## src/rtl/core/spic_pkg.sv

```systemverilog
// Shared types, constants and prefix tables for the static prefix integer codec.
// No dependencies; imported by every module under rtl/core.
package spic_pkg;

	localparam int unsigned MAG_W   = 15;
	localparam int unsigned NB_W    = 4;
	localparam int unsigned CW_W    = 21;
	localparam int unsigned LEN_W   = 5;
	localparam int unsigned VAL_W   = 16;
	localparam int unsigned IN_TDATA_W  = 24;
	localparam int unsigned OUT_TDATA_W = 48;
	localparam int unsigned OUT_TUSER_W = 2;

	localparam logic FUNC_ENCODE = 1'b0;
	localparam logic FUNC_DECODE = 1'b1;

	// one queue entry, classified by the front end
	typedef struct packed {
		logic               is_dec;
		logic               code_bit;
		logic               sign;
		logic [MAG_W-1:0]   mag;
		logic [NB_W-1:0]    nbits;
		logic               range_err;
	} item_t;

	typedef struct packed {
		logic               range_error;
		logic               is_decode;
		logic [VAL_W-1:0]   decoded_value;
		logic [LEN_W-1:0]   code_length;
		logic [CW_W-1:0]    codeword;
	} result_t;

	// bit-serial decoder phases
	typedef enum logic [7:0] {
		PH_START  = 8'b0000_0001,
		PH_COUNT  = 8'b0000_0010,
		PH_PRE0   = 8'b0000_0100,
		PH_PRE0B  = 8'b0000_1000,
		PH_TAILA  = 8'b0001_0000,
		PH_TAILB  = 8'b0010_0000,
		PH_TAIL1  = 8'b0100_0000,
		PH_SUFFIX = 8'b1000_0000
	} phase_t;

	// prefix bits for n = 0..15
	function automatic logic [5:0] pfx_code(input logic [NB_W-1:0] n);
		logic [5:0] c;
		case (n)
			4'd0:    c = 6'd0;
			4'd1:    c = 6'd2;
			4'd2:    c = 6'd3;
			4'd3:    c = 6'd8;
			4'd4:    c = 6'd9;
			4'd5:    c = 6'd10;
			4'd6:    c = 6'd11;
			4'd7:    c = 6'd24;
			4'd8:    c = 6'd25;
			4'd9:    c = 6'd26;
			4'd10:   c = 6'd27;
			4'd11:   c = 6'd28;
			4'd12:   c = 6'd29;
			4'd13:   c = 6'd30;
			4'd14:   c = 6'd62;
			default: c = 6'd63;
		endcase
		return c;
	endfunction

	function automatic logic [LEN_W-1:0] pfx_len(input logic [NB_W-1:0] n);
		logic [LEN_W-1:0] l;
		case (n) inside
			4'd0:           l = 5'd2;
			[4'd1:4'd2]:    l = 5'd3;
			[4'd3:4'd6]:    l = 5'd4;
			[4'd7:4'd13]:   l = 5'd5;
			default:        l = 5'd6;
		endcase
		return l;
	endfunction

endpackage

```

## src/rtl/core/static_prefix_integer_codec.sv

```systemverilog
// Top level of the static prefix integer codec: mode register plus front end,
// queue and back end. Depends on spic_pkg, spic_front, spic_queue, spic_back.
//
// Usage:
//  - Input stream (s_axis_*): tuser selects the job, 0 = encode the 16-bit
//    value in tdata[15:0], 1 = feed code bit tdata[16] to the decoder.
//  - Output stream (m_axis_*): one word per encode, one per finished
//    codeword on the decode side. tuser[0] flags a decoded value, tuser[1]
//    flags an encode value that cannot be coded (unsigned mode, bit 15 set).
//  - cfg_wr_en/cfg_wr_data write signed_mode; write only while idle.
//  - Throughput: one input word per cycle while the receiver accepts results.
//    An accepted word is written into the queue register, and its result
//    is loaded from there into the output register.
//  - The front end classifies the word (magnitude, bit count) and pushes it
//    into a two-entry queue; the back end formats codewords and runs the
//    bit-serial decoder, loading one result register.
//  - When the receiver stalls, the result register holds and the queue
//    fills; tready drops once both queue entries are taken.
//  - Reset clears signed_mode, the decoder state, queue and output valid.
module static_prefix_integer_codec (
	input  logic        clk,
	input  logic        arst_n,
	input  logic        cfg_wr_en,
	input  logic        cfg_wr_data,    // signed_mode
	input  logic        s_axis_tvalid,
	output logic        s_axis_tready,
	input  logic [23:0] s_axis_tdata,   // value[15:0], code_bit[16], zero pad
	input  logic        s_axis_tuser,   // func
	output logic        m_axis_tvalid,
	input  logic        m_axis_tready,
	output logic [47:0] m_axis_tdata,   // codeword[20:0], code_length[25:21],
	                                    // decoded_value[41:26], zero pad
	output logic [1:0]  m_axis_tuser    // is_decode[0], range_error[1]
);
	import spic_pkg::*;

	logic  mode_q;
	logic  q_full;
	logic  q_empty;
	logic  q_push;
	logic  q_pop;
	item_t push_item;
	item_t pop_item;

	// signed_mode register
	always_ff @(posedge clk or negedge arst_n) begin
		if (!arst_n) begin
			mode_q <= 1'b0;
		end else if (cfg_wr_en) begin
			mode_q <= cfg_wr_data;
		end
	end

	spic_front u_front (
		.s_axis_tvalid (s_axis_tvalid),
		.s_axis_tready (s_axis_tready),
		.s_axis_tdata  (s_axis_tdata),
		.s_axis_tuser  (s_axis_tuser),
		.mode          (mode_q),
		.q_full        (q_full),
		.q_push        (q_push),
		.q_item        (push_item)
	);

	spic_queue u_queue (
		.clk       (clk),
		.arst_n    (arst_n),
		.push      (q_push),
		.push_item (push_item),
		.full      (q_full),
		.pop       (q_pop),
		.pop_item  (pop_item),
		.empty     (q_empty)
	);

	spic_back u_back (
		.clk           (clk),
		.arst_n        (arst_n),
		.mode          (mode_q),
		.q_empty       (q_empty),
		.q_item        (pop_item),
		.q_pop         (q_pop),
		.m_axis_tvalid (m_axis_tvalid),
		.m_axis_tready (m_axis_tready),
		.m_axis_tdata  (m_axis_tdata),
		.m_axis_tuser  (m_axis_tuser)
	);

endmodule

```

## src/rtl/core/spic_front.sv

```systemverilog
// Front end: accepts input words and classifies them for the queue.
// Depends on spic_pkg (item_t).
module spic_front (
	input  logic                  s_axis_tvalid,
	output logic                  s_axis_tready,
	input  logic [23:0]           s_axis_tdata,   // value[15:0], code_bit[16], zero pad
	input  logic                  s_axis_tuser,   // func
	input  logic                  mode,
	input  logic                  q_full,
	output logic                  q_push,
	output spic_pkg::item_t       q_item
);
	import spic_pkg::*;

	logic [VAL_W-1:0] value;
	logic [MAG_W-1:0] mag;
	logic [NB_W-1:0]  nbits;

	assign value = s_axis_tdata[VAL_W-1:0];
	assign mag   = value[VAL_W-1] ? ~value[MAG_W-1:0] : value[MAG_W-1:0];

	// significant bit count: highest set bit wins
	always_comb begin
		nbits = '0;
		for (int i = 0; i < MAG_W; i++) begin
			if (mag[i]) begin
				nbits = NB_W'(i + 1);
			end
		end
	end

	assign s_axis_tready = !q_full;
	assign q_push        = s_axis_tvalid && !q_full;

	always_comb begin
		q_item.is_dec    = (s_axis_tuser == FUNC_DECODE);
		q_item.code_bit  = s_axis_tdata[VAL_W];
		q_item.sign      = value[VAL_W-1];
		q_item.mag       = mag;
		q_item.nbits     = nbits;
		q_item.range_err = !mode && value[VAL_W-1];
	end

endmodule

```

## src/rtl/core/spic_queue.sv

```systemverilog
// Two-entry queue between front and back ends.
// Depends on spic_pkg (item_t).
module spic_queue (
	input  logic            clk,
	input  logic            arst_n,
	input  logic            push,
	input  spic_pkg::item_t push_item,
	output logic            full,
	input  logic            pop,
	output spic_pkg::item_t pop_item,
	output logic            empty
);
	import spic_pkg::*;

	item_t       mem_q [2];
	logic        wr_ptr_q;
	logic        rd_ptr_q;
	logic [1:0]  count_q;

	assign full     = (count_q == 2'd2);
	assign empty    = (count_q == 2'd0);
	assign pop_item = mem_q[rd_ptr_q];

	always_ff @(posedge clk) begin
		if (push) begin
			mem_q[wr_ptr_q] <= push_item;
		end
	end

	always_ff @(posedge clk or negedge arst_n) begin
		if (!arst_n) begin
			wr_ptr_q <= 1'b0;
			rd_ptr_q <= 1'b0;
			count_q  <= 2'd0;
		end else begin
			if (push) begin
				wr_ptr_q <= !wr_ptr_q;
			end
			if (pop) begin
				rd_ptr_q <= !rd_ptr_q;
			end
			case ({push, pop})
				2'b10:   count_q <= count_q + 2'd1;
				2'b01:   count_q <= count_q - 2'd1;
				default: count_q <= count_q;
			endcase
		end
	end

endmodule

```

## src/rtl/core/spic_back.sv

```systemverilog
// Back end: encode formatting, bit-serial decoder and the output register.
// Depends on spic_pkg (item_t, result_t, phase_t, prefix tables).
module spic_back (
	input  logic            clk,
	input  logic            arst_n,
	input  logic            mode,
	input  logic            q_empty,
	input  spic_pkg::item_t q_item,
	output logic            q_pop,
	output logic            m_axis_tvalid,
	input  logic            m_axis_tready,
	output logic [47:0]     m_axis_tdata,   // codeword[20:0], code_length[25:21],
	                                        // decoded_value[41:26], zero pad
	output logic [1:0]      m_axis_tuser    // is_decode[0], range_error[1]
);
	import spic_pkg::*;

	phase_t           phase_q;
	logic [2:0]       ones_q;
	logic             tail_q;
	logic [3:0]       left_q;
	logic [MAG_W-1:0] acc_q;
	logic             sign_q;

	logic             out_valid_q;
	result_t          out_q;

	logic             take;

	// decoder next state
	phase_t           phase_d;
	logic [2:0]       ones_d;
	logic             tail_d;
	logic [3:0]       left_d;
	logic [MAG_W-1:0] acc_d;
	logic             sign_d;
	logic             dec_fire;
	logic [VAL_W-1:0] dec_val;

	// encoder
	result_t          enc_res;

	assign take  = !q_empty && (!out_valid_q || m_axis_tready);
	assign q_pop = take;

	always_comb begin
		logic       bit_in;
		logic       do_count;
		logic       bs_go;
		logic [3:0] bs_n;
		logic [2:0] oc;
		logic       emit;
		logic [MAG_W-1:0] emag;
		logic [MAG_W-1:0] sh;
		logic [3:0]       lnext;
		logic [VAL_W-1:0] v;

		bit_in   = q_item.code_bit;
		phase_d  = phase_q;
		ones_d   = ones_q;
		tail_d   = tail_q;
		left_d   = left_q;
		acc_d    = acc_q;
		sign_d   = sign_q;
		do_count = 1'b0;
		bs_go    = 1'b0;
		bs_n     = '0;
		emit     = 1'b0;
		emag     = '0;
		oc       = ones_q + 3'd1;
		sh       = {acc_q[MAG_W-2:0], bit_in};
		lnext    = left_q - 4'd1;

		case (phase_q)
			PH_START: begin
				phase_d = PH_COUNT;
				if (mode) begin
					sign_d = bit_in;
				end else begin
					do_count = 1'b1;
				end
			end
			PH_COUNT: do_count = 1'b1;
			PH_PRE0: begin
				if (!bit_in) begin
					emit = 1'b1;
				end else begin
					phase_d = PH_PRE0B;
				end
			end
			PH_PRE0B: begin
				bs_go = 1'b1;
				bs_n  = bit_in ? 4'd2 : 4'd1;
			end
			PH_TAILA: begin
				tail_d  = bit_in;
				phase_d = PH_TAILB;
			end
			PH_TAILB: begin
				bs_go = 1'b1;
				bs_n  = ((ones_q == 3'd1) ? 4'd3 : 4'd7) + {2'b00, tail_q, 1'b0}
					+ {3'b000, bit_in};
			end
			PH_TAIL1: begin
				bs_go = 1'b1;
				bs_n  = bit_in ? 4'd12 : 4'd11;
			end
			PH_SUFFIX: begin
				acc_d  = sh;
				left_d = lnext;
				if (lnext == 4'd0) begin
					emit = 1'b1;
					emag = sh;
				end
			end
			default: phase_d = PH_START;
		endcase

		// leading-ones counter
		if (do_count) begin
			if (bit_in) begin
				ones_d = oc;
				if (oc >= 3'd6) begin
					bs_go = 1'b1;
					bs_n  = 4'd15;
				end
			end else begin
				case (ones_q)
					3'd0:      phase_d = PH_PRE0;
					3'd1, 3'd2: phase_d = PH_TAILA;
					3'd3:      phase_d = PH_TAIL1;
					3'd4: begin
						bs_go = 1'b1;
						bs_n  = 4'd13;
					end
					default: begin
						bs_go = 1'b1;
						bs_n  = 4'd14;
					end
				endcase
			end
		end

		// start of suffix, or a value with no suffix bits
		if (bs_go) begin
			if (bs_n <= 4'd1) begin
				emit = 1'b1;
				emag = MAG_W'(bs_n);
			end else begin
				acc_d   = MAG_W'(1);
				left_d  = bs_n - 4'd1;
				phase_d = PH_SUFFIX;
			end
		end

		v = {1'b0, emag};
		if (sign_q) begin
			v = ~v;
		end
		dec_val  = v;
		dec_fire = emit;

		if (emit) begin
			phase_d = PH_START;
			ones_d  = '0;
			tail_d  = 1'b0;
			left_d  = '0;
			acc_d   = '0;
			sign_d  = 1'b0;
		end
	end

	// encode: prefix, then the bits below the leading one, sign bit in front
	always_comb begin
		logic [CW_W-1:0]  cw;
		logic [LEN_W-1:0] len;
		logic [3:0]       sft;

		sft = q_item.nbits - 4'd1;
		cw  = CW_W'(pfx_code(q_item.nbits));
		len = pfx_len(q_item.nbits);
		if (q_item.nbits >= 4'd2) begin
			cw  = (cw << sft) | (CW_W'(q_item.mag) & ((CW_W'(1) << sft) - CW_W'(1)));
			len = len + LEN_W'(sft);
		end
		if (mode) begin
			cw  = cw | (CW_W'(q_item.sign) << len);
			len = len + LEN_W'(1);
		end

		enc_res.is_decode     = 1'b0;
		enc_res.decoded_value = '0;
		if (q_item.range_err) begin
			enc_res.codeword    = '0;
			enc_res.code_length = '0;
			enc_res.range_error = 1'b1;
		end else begin
			enc_res.codeword    = cw;
			enc_res.code_length = len;
			enc_res.range_error = 1'b0;
		end
	end

	always_ff @(posedge clk or negedge arst_n) begin
		if (!arst_n) begin
			phase_q <= PH_START;
			ones_q  <= '0;
			tail_q  <= 1'b0;
			left_q  <= '0;
			acc_q   <= '0;
			sign_q  <= 1'b0;
		end else if (take && q_item.is_dec) begin
			phase_q <= phase_d;
			ones_q  <= ones_d;
			tail_q  <= tail_d;
			left_q  <= left_d;
			acc_q   <= acc_d;
			sign_q  <= sign_d;
		end
	end

	always_ff @(posedge clk or negedge arst_n) begin
		if (!arst_n) begin
			out_valid_q <= 1'b0;
		end else if (take && (!q_item.is_dec || dec_fire)) begin
			out_valid_q <= 1'b1;
		end else if (m_axis_tready) begin
			out_valid_q <= 1'b0;
		end
	end

	always_ff @(posedge clk) begin
		if (take) begin
			if (q_item.is_dec) begin
				out_q.codeword      <= '0;
				out_q.code_length   <= '0;
				out_q.decoded_value <= dec_val;
				out_q.is_decode     <= 1'b1;
				out_q.range_error   <= 1'b0;
			end else begin
				out_q <= enc_res;
			end
		end
	end

	assign m_axis_tvalid = out_valid_q;
	assign m_axis_tdata  = {6'b0, out_q.decoded_value, out_q.code_length, out_q.codeword};
	assign m_axis_tuser  = {out_q.range_error, out_q.is_decode};

endmodule
```

## config.mk

```make
export PLATFORM = sky130hd
export DESIGN_NAME = static_prefix_integer_codec
export DESIGN_NICKNAME = d
export VERILOG_FILES = /design/src/rtl/core/spic_pkg.sv /design/src/rtl/core/static_prefix_integer_codec.sv /design/src/rtl/core/spic_front.sv /design/src/rtl/core/spic_queue.sv /design/src/rtl/core/spic_back.sv
export SDC_FILE = /design/constraint.sdc
export NUM_CORES = 1
export LEC_CHECK = 0
export ABC_CLOCK_PERIOD_IN_PS = 4700
export BUFFER_PORTS_ARGS = -buffer_cell sky130_fd_sc_hd__buf_2
export CORE_MARGIN = 2
export CORE_UTILIZATION = 54
export CTS_CLUSTER_DIAMETER = 80
export DETAILED_ROUTE_END_ITERATION = 6
export PLACE_DENSITY = 0.77
export SYNTH_ARGS = -nofsm -noshare
export SYNTH_HDL_FRONTEND = slang
export SYNTH_SLANG_ARGS = --single-unit
```

## constraint.sdc

```tcl
create_clock -name clk -period 4.7 [get_ports clk]
set_input_delay 0.235 -clock clk [delete_from_list [all_inputs] [get_ports clk]]
set_output_delay 0.235 -clock clk [all_outputs]
set_load 0.02 [all_outputs]
```

# Word level (Yosys, flattened, before mapping)
# Memory sizes are Yosys's and may differ from the RTL's.
# Index checks and enable logic that the tools add are counted.
[word_totals]
word_cells = 180
ramBits = 46
rom_bits = 96
out_inout_bits = 52
memories = 2
ff_bits = 82
[mem_list]
columns = ["memory", "words", "width", "read_ports", "rd_ports_with_merged_regs", "write_ports", "line", "rtl"]
rows = [
  ["(no name shown)", 16, 6, 1, 0, 0, "spic_pkg.sv:50", "case (n)"],
  ["u_queue.mem_q", 2, 23, 1, 0, 1, "spic_queue.sv:15", "item_t mem_q [2];"],
]
[op_classes]
magnitude_cmp = 9
n_eq_ne = 15
shift = 3
bitwise_logic = 5
n_addsub = 11
reduce_logical = 37
n_mux = 81
[op_table]
columns = ["op", "n"]
rows = [
  ["2-to-1 mux 15 bit", 9],
  ["2-to-1 mux 4 bit", 21],
  ["2-to-1 mux 8 bit", 6],
  ["2-to-1 mux 43 bit", 1],
  ["2-to-1 mux 21 bit", 2],
  ["OR 21 bit", 2],
  ["case mux 8 bit (4 select lines)", 1],
  ["2-to-1 mux 26 bit", 1],
  ["2-to-1 mux 5 bit", 5],
  ["case mux 8 bit (3 select lines)", 1],
  ["bitwise AND 15 x 21 -> 21 bit", 1],
  ["2-to-1 mux 1 bit", 21],
  ["<< shifter 1 x 4 -> 21 bit (first input constant)", 1],
  ["<< shifter 1 x 5 -> 21 bit", 1],
  ["<< shifter 6 x 4 -> 21 bit", 1],
  ["subtractor 21 x 1 -> 21 bit (second input constant)", 1],
  ["2-to-1 mux 16 bit", 1],
  ["inverter 15 -> 16 bit", 1],
  ["2-to-1 mux 3 bit", 5],
  ["inverter 15 bit", 1],
  ["nonzero test 2 bit", 7],
  ["case mux 4 bit (3 select lines)", 1],
  ["subtractor 4 x 1 -> 4 bit (second input constant)", 3],
  ["== test 8 x 1 -> 1 bit (second input constant)", 1],
  ["other kinds (43)", 66],
]

# Logic depth before layout (Yosys ltp)
[depth]
word_depth = 17
mapped_depth = 20
ltp_nobuf = 16

# By module
# From an unflattened synthesis, not the netlist that was laid out.
[unflattened]
hier_cells = 811
area_unflattened_um2 = 8291.7
[by_module_without_submodules]
columns = ["module", "seq_area_each_um2", "area_each_um2", "cells_per_inst", "instances"]
rows = [
  ["spic_back", 2123.3, 5818.1, 647, 1],
  ["spic_queue", 1481.4, 1948.1, 88, 1],
  ["spic_front", 0.0, 485.5, 74, 1],
  ["static_prefix_integer_codec", 25.0, 40.0, 2, 1],
]

# Least setup slack after synthesis
# No wires, ideal clock.
[synth_timing]
kind = "reg2reg"
startpoint = "register u_back.out_valid_q (netlist: u_back.m_axis_tvalid)"
endpoint = "register u_back.left_q[0]"
slack_ns = 0.172
n_path_buf = 1
stages_incl_launch_ff = 7
setup_ns = 0.083
required_time_ns = 4.617
arrival_time_ns = 4.445
path_cell_list = "dfrtp_1 > a21oi_1 > nand2_1 > nor4_4 > buf_2 > nor2_1 > o22ai_1"
[synth_between]
elab_chain_cells = 4
[synth_lines]
columns = ["item", "line", "rtl"]
rows = [
  ["start: declaration", "spic_back.sv:25", "logic out_valid_q;"],
  ["start signal: assignment", "spic_back.sv:224", "out_valid_q <= 1'b0;"],
  ["start signal: assignment", "spic_back.sv:226", "out_valid_q <= 1'b1;"],
  ["start signal: assignment", "spic_back.sv:228", "out_valid_q <= 1'b0;"],
  ["zero test 1 bit", "spic_back.sv:43", "assign take = !q_empty && (!out_valid_q || m_axis_tready);"],
  ["logical OR 1 bit", "spic_back.sv:43", ""],
  ["logical AND 1 bit", "spic_back.sv:43", ""],
  ["named net q_pop", "static_prefix_integer_codec.sv:41", "logic q_pop;"],
  ["logical AND 1 bit", "spic_back.sv:212", "end else if (take && q_item.is_dec) begin"],
  ["end signal: assignment", "spic_back.sv:216", "left_q <= left_d;"],
  ["end: declaration", "spic_back.sv:21", "logic [3:0] left_q;"],
]
# The timed path passes the listed nets, and every way through them passes these cells.
# A chain may end at the register's enable or synchronous reset.

# Final worst setup path
[layout_timing]
startpoint = "register u_queue.rd_ptr_q"
endpoint = "register u_back.out_q, in the netlist u_back.m_axis_tdata[8], data pin"
[layout_between]
elab_chain_cells = 12
word_cells_on_any_way = 30
cone_classes = "add/sub: 3; order compare: 7; shift: 3; mux: 7; bitwise: 3; reduce/logical: 5; memory: 2"
[layout_lines]
columns = ["item", "line", "rtl"]
rows = [
  ["start: declaration", "spic_queue.sv:17", "logic rd_ptr_q;"],
  ["start signal: assignment", "spic_queue.sv:40", "rd_ptr_q <= !rd_ptr_q;"],
  ["memory (2 x 23 bit) *", "--", ""],
  ["branches (longest 11 deep; another with subtractor 21 x 1 -> 21 bit)", "--", ""],
  ["end signal: assignment", "spic_back.sv:241", "out_q <= enc_res;"],
  ["end: declaration", "spic_back.sv:26", "result_t out_q;"],
]
# Every way passes the cells marked *.

==> results.json <==
{
  "overflow": 0,
  "async_reset_ff_frac": 0.291,
  "critical_path_class": "register to register",
  "grt_usage": 0.245,
  "die_width_um": 125,
  "finalHoldViolCount": 0,
  "drive_gt1_frac": 0.192,
  "drc": 0,
  "cp_max_fo": 15,
  "nFillCells": 1177,
  "grt_pass1_vias": 5912,
  "antenna_found_initial": 0,
  "synth-seq-cells": 127,
  "globalplace.congestion": 0.967,
  "synth.most_common_cell": "edfxtp_1",
  "multi_input_area_um2": 4000,
  "grt_pass1_wl_um": 31000,
  "clock_sinks": 127,
  "routedWlPerCell_um": 17.8,
  "drt_pass1_iterations": 6,
  "powerDensity_nw_per_um2": 799,
  "postSynthAreaPerCell_um2": 9.92,
  "net-switching-power_mw": 3.33,
  "cts_tree": "built",
  "htreeDepth": 4,
  "synth_top_area_frac": 0.339,
  "clk_latency_ps": 420,
  "ios": 83,
  "synth-compound-area-share": 0.193,
  "slowest_stage": "a311oi_4",
  "num_rows": 44,
  "vdd_drop_max_mv": 0.464,
  "clockBufferDepth": 2,
  "cts-root-buf": "clkbuf_16",
  "cts_inserted_buffers": 17,
  "core-area_um2": 14500,
  "drv_slew": 0,
  "vias": 6578,
  "synth_top_family_by_area": "compound AO/OA/AOI/OAI gates",
  "ant_nets": 0,
  "synth_area_um2": 7970,
  "start_util": 0.550,
  "combinationalPowerShare": 0.549,
  "cpPeakStageDelay_ps": 570,
  "rsz0062_at_grt": "no",
  "sw_frac_of_total": 0.457,
  "skew_ps": 9.36,
  "timing.setup.tns_ps": 0,
  "synth_cell_type_count": 90,
  "synthXorXnorAreaFrac": 0.0506,
  "cts_setup_buffers": 0,
  "post_drt_via_cell_ratio": 6.18,
  "synth_fa_ha_area_frac": 0.0449,
  "ys_warn_count": 0,
  "max_clock_freq_mhz": 230,
  "min_period_ps": 4340,
  "p_int_mw": 3.95,
  "ys_top_cells_by_count": "90 x edfxtp_1, 88 x nand2_1, 74 x nor2_1",
  "synth_ff_type": "edfxtp_1",
  "worst_slew_pin_slew_ps": 1150,
  "grt_max_degree": 48,
  "worstSetupStartpointType": "register",
  "dp_hpwl_um": 13400,
  "outcome": "finished clean",
  "clkTransAtPathRegs_ps": 60,
  "seqPwrFrac": 0.264,
  "path_cells": "mux2i_4 -> buf_4 -> ha_1 -> nand2b_1 -> a21boi_0 -> a21o_1 -> and2_1 -> nand2_1 -> ha_1 -> a21o_1 -> a21oi_1 -> xnor2_1 -> a311oi_4 -> nor3_2 -> a221o_1",
  "cap_violations": 0,
  "clkPwrFrac": 0.187,
  "hold_class": "primary input to register",
  "routed_wl_um": 18900,
  "p_leak_nw": 3.61,
  "final_nets": 927,
  "portBuffers": 69,
  "setup_violations": 0,
  "yosys.area_share.simple": 0.169,
  "syn_to_final_growth_pct": 14.4,
  "yosysTopAreaCell": "edfxtp_1",
  "worstPathRequired_ps": 4870,
  "synth_area_leaders": "edfxtp_1 34%, dfrtp_1 11%, ha_1 4.2%",
  "synth_edf_count": 90,
  "cp_data_arrival_time_ps": 4510,
  "n_antenna_cell": 0,
  "period_share": 0.923,
  "die-height_um": 125,
  "slew_headroom": 0.232,
  "end_kind": "register",
  "die_area_um2": 15700,
  "ff_latch_area_um2": 3630,
  "syn_inst": 803,
  "yosysSeqAreaShare": 0.456,
  "whs_ps": 9.57,
  "synthMuxAreaShare": 0.0399,
  "first_iter_violations": 710
}
cells in the final DEF (no fill, tap or decap), types with 6 or more instances in the layout:
master / count
edfxtp_1: 90
nand2_1: 88
nor2_1: 73
buf_2: 69
a21oi_1: 37
dfrtp_1: 35
o21ai_0: 30
ha_1: 27
inv_1: 25
xnor2_1: 25
nand3_1: 25
buf_4: 23
xor2_1: 21
nor3_1: 18
mux2i_1: 18
a22o_1: 17
clkbuf_16: 17
o22ai_1: 16
a31oi_1: 12
o211ai_1: 11
o21ai_1: 10
nand2b_1: 10
nand4_1: 10
a211oi_1: 8
a22oi_1: 8
a21o_1: 7
nor2b_1: 7
or2_2: 7
inv_2: 6
conb_1: 6
critical path, delay by kind of cell, from the launching register on:
family          cells  cell delay (ps)
compound gates      6             1840
xor+xnor            1              140
fa+ha+maj           2              510
buf+inv             1              240
flops               1              550
mux                 1              300
simple gates        4              480
power groups by stage:
| stage | clock network [mW] | logic (mW) | registers, mW |
|---|---|---|---|
| after detailed placement | 0 | 3.89 | 1.95 |
| final | 1.36 | 4.00 | 1.92 |
| after global placement | 0 | 3.83 | 1.93 |
| after CTS | 1.37 | 3.92 | 1.93 |
| after global routing | 1.42 | 4.36 | 1.97 |
| after floorplan | 0 | 2.68 | 2.13 |
cells by family after synthesis:
kind of cell	Yosys count
adder cells (fa/ha/maj)	28
buffers and inverters	83
flip-flops	127
AND/OR/NAND/NOR	277
AO/OA/AOI/OAI	214
XOR/XNOR	46
multiplexers	27
other	1
sequential cells by signal, summed over array words and instances (netlist names):
signal and cells:
u_queue.mem_q 46, u_back.m_axis_tdata 42, u_back.acc_q 14, u_back.phase_q 8, u_back.left_q 4, u_back.ones_q 3
u_back.m_axis_tuser 2, u_queue.count_q 2, mode_q 1, u_back.m_axis_tvalid 1, u_back.sign_q 1, u_back.tail_q 1
u_queue.rd_ptr_q 1, u_queue.wr_ptr_q 1
layer usage:
layer / track usage / vias to the layer above / share of wire
li1: - / 3093 / -
met5: 0 / - / 0
met1: 0.360 / 3044 / 0.44
met2: 0.355 / 383 / 0.44
met3: 0.0543 / 58 / 0.089
met4: 0.0935 / 0 / 0.028
worst paths after layout:
kind | from | end | slack (ps) | cells past startpoint
setup reg to reg | u_queue.rd_ptr_q$_DFFE_PN0P_ | u_back.m_axis_tdata[8]$_SDFFCE_PP0P_ | 360 | 15
hold reg to reg | u_queue.count_q[1]$_DFFE_PN0P_ | u_queue.count_q[1]$_DFFE_PN0P_ | 500 | 1
setup / recovery | u_queue.rd_ptr_q$_DFFE_PN0P_ | u_back.m_axis_tdata[8]$_SDFFCE_PP0P_ | 360 | 15
max in group asynchronous | arst_n | u_queue.rd_ptr_q$_DFFE_PN0P_ | 3630 | 2
hold / removal | s_axis_tdata[16] | u_queue.mem_q[0][21]$_DFFE_PP_ | 10 | 1
min in group asynchronous | arst_n | u_back.left_q[0]$_DFFE_PN0P_ | 480 | 2
cell type report:
cell class / count / area share
clock buffer: 18 / 0.0471
clock inverter: 14 / 0.0199
inverter: 31 / 0.0128
multi-input combinational: 598 / 0.439
sequential: 127 / 0.398
tap: 184 / 0.0253
timing repair buffer: 93 / 0.0579
per-stage QoR:
step           power (mW)  cell area (µm²)  setup WS [ps]  std cells   util
2_1_floorplan        4.82             7980            172        808      -
6_report             7.29             9110            361       1065  0.630
3_5_place_dp         5.84             8490            176       1032  0.586
5_1_grt              7.75             9110           11.1       1065  0.630
4_1_cts              7.21             9110            143       1065  0.629
3_3_place_gp         5.76             8490            319       1032  0.586
what timing repair did:
| item | 4_1_cts | 5_1_grt |
|---|---|---|
| endpoints found under the hold margin | 36 | 0 |
| resized for setup | 0 | 2 |
| hold buffers | 1 | 0 |
| endpoints found under the setup margin | 0 | 17 |
No activity file was read; power rests on OpenSTA's default activity.
